===== config.mk =====
export PLATFORM = sky130hd
export DESIGN_NAME = rau_divider
export DESIGN_NICKNAME = d
export VERILOG_FILES = /design/src/rtl/rau_pkg.sv /design/src/rtl/rau_divider.sv
export SDC_FILE = /design/constraint.sdc
export NUM_CORES = 1
export LEC_CHECK = 0
export CELL_PAD_IN_SITES_DETAIL_PLACEMENT = 1
export CELL_PAD_IN_SITES_GLOBAL_PLACEMENT = 2
export CORE_ASPECT_RATIO = 0.8
export CORE_MARGIN = 4
export CORE_UTILIZATION = 41
export CTS_CLUSTER_DIAMETER = 40
export DETAILED_ROUTE_END_ITERATION = 16
export DONT_BUFFER_PORTS = 1
export PLACE_DENSITY_LB_ADDON = 0.2
export SETUP_SLACK_MARGIN = 0.3
export SLEW_MARGIN = 20
export SYNTH_ARGS = -nofsm -noshare
export SYNTH_HDL_FRONTEND = slang
export SYNTH_SLANG_ARGS = --single-unit

===== constraint.sdc =====
create_clock -name clock -period 3.8 [get_ports clock]
set_input_delay 1.14 -clock clock [delete_from_list [all_inputs] [get_ports clock]]
set_output_delay 1.14 -clock clock [all_outputs]
set_load 0.005 [all_outputs]

===== src/rtl/rau_pkg.sv =====
`timescale 1ns / 1ps
// ----------------------------------------------------------------------------
// Rational arithmetic unit package
// Operation and status codes, sequencer states and the shared-unit command.
// ----------------------------------------------------------------------------
package rau_pkg;

   localparam int OPW  = 3;
   localparam int STW  = 2;
   localparam int MAGW = 64;
   localparam int SHW  = 7;

   typedef enum logic [OPW-1:0] {
      OP_NORM = 3'd0,
      OP_ADD  = 3'd1,
      OP_SUB  = 3'd2,
      OP_MUL  = 3'd3,
      OP_DIV  = 3'd4
   } op_type;

   typedef enum logic [STW-1:0] {
      ST_OK    = 2'd0,
      ST_DIVZ  = 2'd1,
      ST_OVFL  = 2'd2
   } status_type;

   typedef enum logic [4:0] {
      S_IDLE, S_MUL0, S_MUL1, S_MUL2, S_SUM, S_GINIT, S_GTWO, S_GODD,
      S_GLOOP, S_GSUB, S_GSHL, S_DVINIT, S_DVSTEP, S_DVNEXT, S_CHECK, S_OUT
   } state_type;

   // Command to the shared divider.
   typedef struct packed {
      logic       div_go;
   } alu_cmd_type;

endpackage


===== src/rtl/rau_divider.sv =====
`timescale 1ns / 1ps
// ----------------------------------------------------------------------------
// Rational arithmetic divider
// Restoring division of a 64-bit magnitude, one quotient bit per cycle.
// ----------------------------------------------------------------------------
module rau_divider (
   input  logic                      clock,
   input  logic                      reset,
   input  logic                      start,
   input  logic [rau_pkg::MAGW-1:0]  dividend,
   input  logic [rau_pkg::MAGW-1:0]  divisor,
   output logic                      done,
   output logic [rau_pkg::MAGW-1:0]  quotient
);
   import rau_pkg::*;

   logic [MAGW-1:0] rem_ff, rem_in, quo_ff, quo_in, dvs_ff, dvs_in;
   logic [SHW-1:0]  cnt_ff, cnt_in;
   logic            busy_ff, busy_in, done_ff, done_in;
   logic [MAGW:0]   trial;
   logic [MAGW-1:0] shifted;

   always_comb begin
      rem_in  = rem_ff;
      quo_in  = quo_ff;
      dvs_in  = dvs_ff;
      cnt_in  = cnt_ff;
      busy_in = busy_ff;
      done_in = 1'b0;
      shifted = {rem_ff[MAGW-2:0], quo_ff[MAGW-1]};
      trial   = {1'b0, shifted} - {1'b0, dvs_ff};
      if (rem_ff[MAGW-1]) begin
         trial = {1'b1, shifted} - {1'b0, dvs_ff};
      end
      if (start) begin
         rem_in  = '0;
         quo_in  = dividend;
         dvs_in  = divisor;
         cnt_in  = SHW'(MAGW);
         busy_in = 1'b1;
      end else if (busy_ff) begin
         if (!trial[MAGW] || rem_ff[MAGW-1]) begin
            rem_in = trial[MAGW-1:0];
            quo_in = {quo_ff[MAGW-2:0], 1'b1};
         end else begin
            rem_in = shifted;
            quo_in = {quo_ff[MAGW-2:0], 1'b0};
         end
         cnt_in = cnt_ff - 1'b1;
         if (cnt_ff == SHW'(1)) begin
            busy_in = 1'b0;
            done_in = 1'b1;
         end
      end
   end

   always_ff @(posedge clock) begin
      if (reset) begin
         busy_ff <= 1'b0;
         done_ff <= 1'b0;
         cnt_ff  <= '0;
      end else begin
         busy_ff <= busy_in;
         done_ff <= done_in;
         cnt_ff  <= cnt_in;
      end
      rem_ff <= rem_in;
      quo_ff <= quo_in;
      dvs_ff <= dvs_in;
   end

   assign done     = done_ff;
   assign quotient = quo_ff;

endmodule


# Word-level counts from Yosys, hierarchy flattened
# Index checks and enable logic that the tools add are counted.
dict set report totals {
  reg_bits 201
  out_inout_bits 65
  elab_cells 28
}
dict set report classes {
  add_sub_neg 3
  n_eq_ne 1
  n_mux 11
  n_bitwise 1
  n_reduce_logical 5
}
# operator count
set ops {}
lappend ops {{$mux W64} 3}
lappend ops {{$mux W65} 1}
lappend ops {{$sub A64 B64 Y65} 1}
lappend ops {{$sub A65 B64 Y65} 1}
lappend ops {{$mux W7} 2}
lappend ops {{$eq A7 B1 Y1 const B} 1}
lappend ops {{$sub A7 B1 Y7 const B} 1}
lappend ops {{$mux W1} 5}
lappend ops {{$reduce_or A3 Y1} 1}
lappend ops {{$reduce_bool A2 Y1} 1}
lappend ops {{$reduce_or A2 Y1} 1}
lappend ops {{$logic_not A1 Y1} 1}
lappend ops {{$logic_or A1 B1 Y1} 1}
lappend ops {{$not A1 Y1} 1}

# Longest topological paths before layout
# Gate-level depths: netlist (run 1).
dict set report logic_depth {
  ltp_word 7
  mapped_depth 15
}

# Worst setup path after synthesis (run 1)
# Ideal clock, no wire load.
dict set report synth_path {
  path_kind {input port to flip-flop}
  from {input start}
  to {register quo_ff[0] (netlist: quotient[0]) (enable)}
  setup_ps 418
  arrival_ps 2857
  slack_ps 525
  path_stages 3
  cell_sequence {clkbuf_1 -> nor2_1 -> inv_1}
}
dict set report synth_between {
  elab_chain_cells 1
}
# item line_no
set synth_rtl {}
lappend synth_rtl {{start: declaration} rau_divider.sv:9} ;# input logic start,
lappend synth_rtl {{$reduce_bool A2 Y1 (no source line)} -}
lappend synth_rtl {{end signal: assignment} rau_divider.sv:68} ;# quo_ff <= quo_in;
lappend synth_rtl {{end: declaration} rau_divider.sv:17} ;# logic [MAGW-1:0] rem_ff, rem_in, quo_ff, quo_in, dvs_ff, dvs_in;
# No other way between the ends.
# A chain may end at the register's enable or synchronous reset.

# Final worst setup path (run 1)
dict set report layout_path {
  from {register dvs_ff[4]}
  to {register rem_ff[51]}
}
dict set report layout_between {
  elab_chain_cells 5
}
# item line_no
set layout_rtl {}
lappend layout_rtl {{start: declaration} rau_divider.sv:17}
lappend layout_rtl {{start signal: assignment} rau_divider.sv:69} ;# dvs_ff <= dvs_in;
lappend layout_rtl {{$sub A65 B64 Y65 / $sub A64 B64 Y65 (equally long branches)} {rau_divider.sv:33, rau_divider.sv:31}}
lappend layout_rtl {{$mux W65 *} rau_divider.sv:32} ;# if (rem_ff[MAGW-1]) begin
lappend layout_rtl {{$logic_not A1 Y1} rau_divider.sv:42} ;# if (!trial[MAGW] || rem_ff[MAGW-1]) begin
lappend layout_rtl {{$logic_or A1 B1 Y1} rau_divider.sv:42}
lappend layout_rtl {{$mux W64 *} rau_divider.sv:42}
lappend layout_rtl {{end signal: assignment} rau_divider.sv:67} ;# rem_ff <= rem_in;
lappend layout_rtl {{end: declaration} rau_divider.sv:17}
# Every way passes the cells marked *; elsewhere a longest branch is shown, timed or not.

==> results by stage, run 1 <==
Setup path:
- On the critical path the largest part of the delay comes from compound AO/OA/AOI/OAI gates.
- The required time of the critical path is between 4000 and 5000 ps.
- The setup path with the least slack is of type reg -> reg.
- The slowest cell on the critical path is sky130_fd_sc_hd__a2111o_1.
- Traced cell by cell, the critical path runs through inv_1 > ha_1 > a21o_1 > a211o_1 > o2111ai_1 > a21oi_1 > a21oi_2 > o21ai_1 > a41o_1 > buf_4 > a2111o_1 > a41oi_2 > o31ai_1.
- The critical path contains buffers and inverters numbering 2 combined.
- The worst setup path is launched from a flip-flop.
- For the worst setup path, the data arrival time is 3780 ps.
- In this run the register-to-register setup slack is around 450 ps.
- The worst setup path is captured at a flip-flop.
- The maximum fanout along the worst path is 4.
- The largest stage delay on the critical path is roughly 430 ps.

Route:
- For this run, the detailed router's first-pass iteration total came to 4.
- The count of nets left with antenna violations once routing finished came out at 0.
- The final layout contains routed wiring with a total length of ~32000 µm.
- The vias per cell is about 5.6.
- After detailed routing, the number of remaining DRC violations is 0.
- The via count of the routed design is just under 9000.
- For this block, the initial DRC count from the detailed router was 380.
- The wire length per cell is 20.04 µm.

CTS:
- The number of buffers on the longest clock path is 3.
- Buffers inserted during clock tree synthesis total 30.
- CTS built an H-tree with a depth of 1.
- The clock reaches the later pin of the worst-skew pair after roughly 570 ps.
- The cell at the root of the clock tree is sky130_fd_sc_hd__clkbuf_16.
- After clock tree synthesis, the clock-pin slew on the worst setup and hold paths is about 60 ps.
- The total of hold buffers inserted after clock tree synthesis is 0.
- The CTS tree is yes.
- The number of sinks driven by the clock tree is 201.

Logic synthesis:
- Counting flops with a built-in enable in the synthesized netlist gives 128.
- The netlist uses between 70 and 80 different library cells.
- For this run, the number of Yosys warnings is 0.
- The post-synth net total is about 1400.
- Of all cell types, the one taking the most synthesized area is sky130_fd_sc_hd__edfxtp_1.
- The sequential-to-total area share from yosys stat is around 44%.
- In the post-synthesis netlist, the biggest area contributors are sky130_fd_sc_hd__edfxtp_1, sky130_fd_sc_hd__dfxtp_1, sky130_fd_sc_hd__ha_1.
- Of all flip-flops after synthesis, the portion carrying an async set or reset was 0%.
- The total standard cell area after synthesis is around 12000 µm².
- The synthesized design contains roughly 200 register bits.
- A synthesized cell averages around 10 µm².
- The commonest register cell after synthesis is sky130_fd_sc_hd__edfxtp_1.
- After synthesis, the largest area contributor takes up 32.04% of total cell area.
- In the synthesized netlist, the number of instances is approximately 1200.

Finish:
- In the layout the commonest cells are sky130_fd_sc_hd__edfxtp_1, sky130_fd_sc_hd__nor2_1, sky130_fd_sc_hd__a21oi_1.
- The library cell used most frequently in the layout, excluding fill and tap cells, is sky130_fd_sc_hd__edfxtp_1.
- The area growth from synthesis to layout is 12.14%.
- The net count of the finished layout is roughly 1400.
- Cells with a size suffix above 1 make up 14.46% of the layout.
- Once layout is complete, the utilization of the core stands at a little under half.
- The filler cells instantiated in the layout total about 3200.
- The final non-filler cell area is around 13000 µm².

STA:
- Setup repair after global routing could not meet its margin everywhere.
- The final number of setup-violating endpoints is 0.
- The share of the cycle needed by the critical path after routing is just under 90%.
- Hold is met by around 480 ps.
- At the pin with the least slew margin, the transition time is 792.5 ps.
- The number of endpoints with negative hold slack in the final report is 0.
- The achievable clock frequency is 298.6 MHz.
- The max-slew headroom at the worst pin is between 40% and 50%.
- The max-slew violation count was 0.
- The worst path needs around 3300 ps of the cycle, external delays included.
- Adding up every negative setup slack in the final design gives 0 ps.
- The largest clock skew in the final design is between 10 and 15 ps.

Global routing:
- The met2 demand-to-capacity share in global routing is 29.21%.
- The layer with the highest usage is met1.
- The maximum number of pins on one net before global-route repair is approximately 190.
- Global routing used 19.85% of the available tracks across all layers.
- Global routing finished with a remaining overflow of 0.
- The initial antenna violation count came to 2.
- The global routing met1 resource utilization is between 20% and 30%.
- The met3 routing resource usage after global routing is under 10%.
- The via count of the first global-routing pass came to ~9400.
- The global-route wire length before repair is 52270 µm.

Floorplanning:
- For this design the top-level I/O count stands at 196.
- Measured along the y axis, the die boundary spans ~160 µm.
- The die covers 32080 µm².
- Once the floorplan was initialized, standard cells occupied about 42% of the core.
- After floorplanning, the core was sized to cover between 20000 and 30000 µm².
- The horizontal extent of the die is between 150 and 200 µm.
- After floorplanning, the core was divided into 55 placement rows.

Placed design:
- Detailed placement finished with a half-perimeter wire length of 23600 µm.
- The area of placed instances is ~12000 µm².
- The congestion estimate from routability-driven global placement came to 0.8130.
- Port buffering added 0 buffers.

Power:
- The leakage power figure is roughly 5.3 nW.
- For this design the ratio of total power to cell area is 502.4 nW/µm².
- The worst-case IR drop observed on VDD is 0.3624 mV.
- Summing internal, switching and leakage power gives 6.759 mW.

Hold path:
- The path type of the worst min-delay path is reg -> reg.

Run:
- The number of max-cap violations is 0.

Status:
- The run finished with clean final reports.
[cells in the mapped netlist (5+ instances only)]
master and number:
sky130_fd_sc_hd__edfxtp_1 128, sky130_fd_sc_hd__nor2_1 126, sky130_fd_sc_hd__a21oi_1 113, sky130_fd_sc_hd__inv_1 84, sky130_fd_sc_hd__nand2_1 77, sky130_fd_sc_hd__dfxtp_1 73
sky130_fd_sc_hd__ha_1 66, sky130_fd_sc_hd__mux2_2 64, sky130_fd_sc_hd__a211oi_1 47, sky130_fd_sc_hd__o21ai_0 40, sky130_fd_sc_hd__xnor2_1 37, sky130_fd_sc_hd__clkbuf_1 30
sky130_fd_sc_hd__a21o_1 29, sky130_fd_sc_hd__mux2i_1 25, sky130_fd_sc_hd__o21bai_1 20, sky130_fd_sc_hd__nand4_1 19, sky130_fd_sc_hd__xor2_1 18, sky130_fd_sc_hd__nand3_1 17
sky130_fd_sc_hd__buf_2 16, sky130_fd_sc_hd__nand2b_1 16, sky130_fd_sc_hd__nor3_1 15, sky130_fd_sc_hd__o21a_1 11, sky130_fd_sc_hd__a31oi_1 10, sky130_fd_sc_hd__or3_1 7
sky130_fd_sc_hd__a311oi_1 6, sky130_fd_sc_hd__and3_1 6, sky130_fd_sc_hd__o211ai_1 6, sky130_fd_sc_hd__a41oi_1 5, sky130_fd_sc_hd__and2_1 5, sky130_fd_sc_hd__buf_6 5
sky130_fd_sc_hd__clkbuf_8 5, sky130_fd_sc_hd__o21ai_1 5
[worst paths after layout]
kind | from | to | cells past startpoint
setup / recovery | dvs_ff[4] | rem_ff[51] | 13
hold / removal | rem_ff[47] | rem_ff[47] | 2
setup reg to reg | dvs_ff[4] | rem_ff[51] | 13
hold reg to reg | rem_ff[47] | rem_ff[47] | 2
[final cells by class]
type | instances | area [µm²] | area share, %
inverter | 84 | 315.3 | 2.344
multi-input combinational | 866 | 6087 | 45.25
tap | 370 | 462.9 | 3.441
timing repair buffer | 24 | 217.7 | 1.618
antenna | 1 | 2.502 | 0.01860
clock inverter | 22 | 272.8 | 2.028
sequential | 201 | 5309 | 39.46
clock buffer | 34 | 785.8 | 5.841
[power by group]
| part | switching [mW] | internal [mW] | total, mW |
|---|---|---|---|
| combinational | 0.713 | 0.506 | 1.22 |
| clock | 1.11 | 1.74 | 2.86 |
| sequential | 0.144 | 2.54 | 2.68 |
| total | 1.97 | 4.79 | 6.76 |
[registers in the layout, summed over array words and instances (netlist names)]
signal and count:
done 1, quotient 64, cnt_ff 7, rem_ff 64
busy_ff 1, dvs_ff 64
[metrics by stage]
step | worst slack [ps] | std cells
floorplan | 524.8 | 1213
global placement | 307.0 | 1541
CTS | 279.9 | 1601
detailed placement | 178.5 | 1541
global route | 251.8 | 1602
finish | 450.8 | 1602
[worst register-to-register path, cell delays in order, from the launching register on]
cell and delay (ps):
sky130_fd_sc_hd__edfxtp_1 320, sky130_fd_sc_hd__inv_1 40, sky130_fd_sc_hd__ha_1 330, sky130_fd_sc_hd__a21o_1 210, sky130_fd_sc_hd__a211o_1 320, sky130_fd_sc_hd__o2111ai_1 290, sky130_fd_sc_hd__a21oi_1 170, sky130_fd_sc_hd__a21oi_2 210
sky130_fd_sc_hd__o21ai_1 130, sky130_fd_sc_hd__a41o_1 310, sky130_fd_sc_hd__buf_4 180, sky130_fd_sc_hd__a2111o_1 430, sky130_fd_sc_hd__a41oi_2 210, sky130_fd_sc_hd__o31ai_1 100
[cells by family (layout without fill, tap and decap cells)]
| family | after synthesis | count (layout) | share of synthesized area, % |
|---|---|---|---|
| AND/OR/NAND/NOR | 313 | 313 | 12.23 |
| other | 0 | 1 | 0 |
| XOR/XNOR | 55 | 55 | 4.015 |
| buffers and inverters | 146 | 164 | 5.590 |
| multiplexers | 89 | 89 | 8.093 |
| flip-flops | 201 | 201 | 44.22 |
| AO/OA/AOI/OAI | 342 | 342 | 18.79 |
| adder cells (fa/ha/maj) | 67 | 67 | 7.050 |
[what timing repair did]
item / in CTS / in global routing
gates resized for setup: 3 / 13
setup endpoints to repair: 19 / 64
pin swaps: 1 / 0
buffers inserted: 4 / 0
[metal layers]
| layer | vias to the layer above | part of all wire (%) | wire length, µm |
|---|---|---|---|
| li1 | 4429 | - | - |
| met1 | 4271 | 50 | 15950 |
| met2 | 177 | 43 | 13670 |
| met3 | 33 | 6.2 | 2005 |
| met4 | 2 | 1.5 | 471 |
| met5 | - | 0.062 | 20 |
No activity file was read; power rests on OpenSTA's default activity.
==> run 2, diff against run 1 <==
Settings changed: CELL_PAD_IN_SITES_DETAIL_PLACEMENT 1 to default, CELL_PAD_IN_SITES_GLOBAL_PLACEMENT 2 to default, CORE_UTILIZATION 41 to 60.
==> results by stage, run 2 (synthesis gave the netlist of run 1 again) <==
Floorplanning:
- The horizontal extent of the die is around 170 µm.
- The area enclosed by the die boundary is between 20000 and 25000 µm².
- Measured along the y axis, the die boundary spans around 130 µm.
- The number of top-level pins is around 200.
- The floorplan has 45 rows.
- The core area is 19310 µm².
- The starting utilization of the core area is just over 60%.

Hold path:
- The startpoint of the tightest hold check path is rem_ff[57].
- For hold timing, the worst endpoint is rem_ff[57].
- In this run the worst hold path is classified as reg -> reg.
- Counting instances, the worst hold path has a depth of 2.

Setup path:
- The type of element launching the critical path is a flip-flop.
- In this run the critical register-to-register path is captured at rem_ff[47].
- The worst setup path category is reg -> reg.
- The startpoint identified for the worst register-to-register timing path is quotient[63].
- Of all nets on the critical path, the largest fanout is 6.
- The data arrival time of the worst path is 3750 ps.
- The required time of the critical path is about 4200 ps.
- The category of the worst setup path capture point is a flip-flop.
- The number of cell instances on the worst register-to-register path is 12.
- The worst register-to-register path has a setup slack of about 440 ps.

STA:
- Setup repair after global routing could not meet its margin everywhere.
- In this run the tightest slew margin relative to its limit is a little under half.
- The max-slew violation count was 0.
- Setup violations remaining at the end of the flow were counted as 0.
- The final worst slack is 442.1 ps.
- Clock skew on the completed layout was measured at 12.05 ps.
- The share of the cycle needed by the critical path after routing is ~88%.
- For this run, the top clock speed supported by timing is just under 300 MHz.
- The accumulated negative setup slack is 0 ps.
- The minimum clock period after layout is 3358 ps.
- The number of endpoints with negative hold slack in the final report came to 0.
- The slew at the pin with the worst max-slew slack is 820.0 ps.

Placed design:
- Port buffering added 0 buffers.
- Prior to clock tree synthesis, the placed netlist has a worst setup slack of between 300 and 400 ps.
- Routability-driven placement finished with a final weighted congestion of 0.8790.
- The half-perimeter wire length of the detailed placement result is about 19000 µm.

Power:
- The proportion of total power due to net switching is between 20 and 30%.
- Summed over all cells, the static leakage comes to about 5 nW.
- Across the VDD grid, the largest voltage drop is 0.3396 mV.
- The switching power summed over all nets is 1.749 mW.
- Per report_power, the combinational group accounts for 18.9% of the total.
- Cell internal power was estimated by the tool at 4.437 mW.
- The clock network fraction of design power is roughly 38%.
- The share of total power dissipated in sequential elements is a little over two fifths.
- The power per cell area is ~480 nW/µm².
- The design draws around 6.2 mW.

Route:
- The final routed DRC violation total is 0.
- The first detailed-routing pass ran for 5 iterations.
- Using the TritonRoute via totals, the vias-per-cell ratio works out to about 6.0.
- The routed design has between 20000 and 30000 µm of wire.
- The post-detailed-route count of antenna-violating nets is 0.
- In the final routed layout, each cell accounts on average for 18.18 µm.
- The initial DRC count is 660.
- The via count of the routed design is a little under 9000.

Global routing:
- The initial antenna violation count is 4.
- The total congestion overflow is 0.
- The first global-routing pass estimated 43190 µm of wire.
- Entering global routing, the biggest net connects ~190 pins.
- The total global-route track usage is roughly 23%.
- The via count of the first global-routing pass is between 8000 and 9000.

Run:
- The number of max-cap violations is 0.

CTS:
- The clock reaches the later pin of the worst-skew pair after ~530 ps.
- The number of levels in the clock H-tree is 1.
- TritonCTS built the clock tree.
- The number of hold buffers added after CTS was 0.
- The cell at the root of the clock tree is sky130_fd_sc_hd__clkbuf_16.
- The clock-pin slew of the registers on the worst-case setup and hold paths is around 60 ps.
- In this run the post-CTS setup repair buffer count came out at 0.
- TritonCTS created 25 clock buffers.
- The longest clock path from root to sink contains 3 buffers.
- The number of sinks driven by the clock tree is between 200 and 250.

Finish:
- At the end of the flow the core is filled with cells to about two thirds.
- In the layout the commonest cells are sky130_fd_sc_hd__edfxtp_1, sky130_fd_sc_hd__nor2_1, sky130_fd_sc_hd__a21oi_1.
- The multi-input gate area in the final layout is between 6000 and 7000 µm².
- Leaving out fill and tap cells, the most frequent cell in the layout is sky130_fd_sc_hd__edfxtp_1.
- The sequential cells in the finished layout cover a total of between 5000 and 6000 µm².
- 0 antenna diodes ended up in the layout.
- The total of fill cells in the finished design is about 1500.
- Of the cells placed in the final design, the portion with a size suffix greater than 1 is between 10% and 20%.
- The net count of the finished layout is 1386.
- Relative to the synthesized area, the layout overhead comes to 8.062%.

Status:
- The run finished with clean final reports.
[run 2: final cells by class]
cell class / count / area share [%]
Clock buffer: 31 / 5.154
Clock inverter: 15 / 1.293
Inverter: 84 / 2.432
Multi-Input combinational cell: 866 / 46.81
Sequential cell: 201 / 40.95
Tap cell: 258 / 2.490
Timing Repair Buffer: 10 / 0.8686
[run 2: worst max-delay path: stages, from the launching register on]
cell,delay (ps)
sky130_fd_sc_hd__edfxtp_1,420
sky130_fd_sc_hd__inv_1,80
sky130_fd_sc_hd__ha_1,220
sky130_fd_sc_hd__nand2b_1,160
sky130_fd_sc_hd__a21oi_1,260
sky130_fd_sc_hd__o2111ai_1,210
sky130_fd_sc_hd__a21oi_1,370
sky130_fd_sc_hd__a21oi_2,120
sky130_fd_sc_hd__o21ai_1,240
sky130_fd_sc_hd__a41o_1,390
sky130_fd_sc_hd__a211oi_1,120
sky130_fd_sc_hd__a2111oi_0,520
sky130_fd_sc_hd__o31ai_1,110
[run 2: worst max path at each step]
stage | startpoint | to | depth (start not counted)
global placement | quotient[63] | rem_ff[61] | 14
floorplan | start | quotient[0] | 3
finish | quotient[63] | rem_ff[47] | 12
CTS | quotient[63] | rem_ff[22] | 13
detailed placement | quotient[63] | rem_ff[22] | 13
global route | quotient[63] | rem_ff[52] | 14
[run 2: power groups by stage]
stage	combinational [mW]	sequential (mW)	clock, mW
2_1_floorplan	0.972	2.67	0
3_3_place_gp	1.12	2.71	0
3_5_place_dp	1.14	2.71	0
4_1_cts	1.15	2.67	2.39
5_1_grt	1.30	2.70	2.50
6_report	1.17	2.67	2.35
[run 2: per-layer routing]
layer	global-route usage (%)	part of all wire, %	up-vias
met4	4.352	1.5	6
li1	-	-	4399
met2	34.90	44	265
met1	33.02	47	4155
met3	6.643	7.7	35
met5	0	0.20	-
[run 2: through the flow]
stage	cell area, µm²	hold WS (ps)	instances
finish	12960	483.9	1465
global placement	12080	477.2	1419
detailed placement	12080	478.0	1419
floorplan	12000	453.1	1213
CTS	12920	488.4	1465
global route	12960	516.6	1465
[run 2: repair_timing]
action	CTS	global route
gates resized for setup	1	9
pin swaps	0	1
endpoints found under the setup margin	1	38
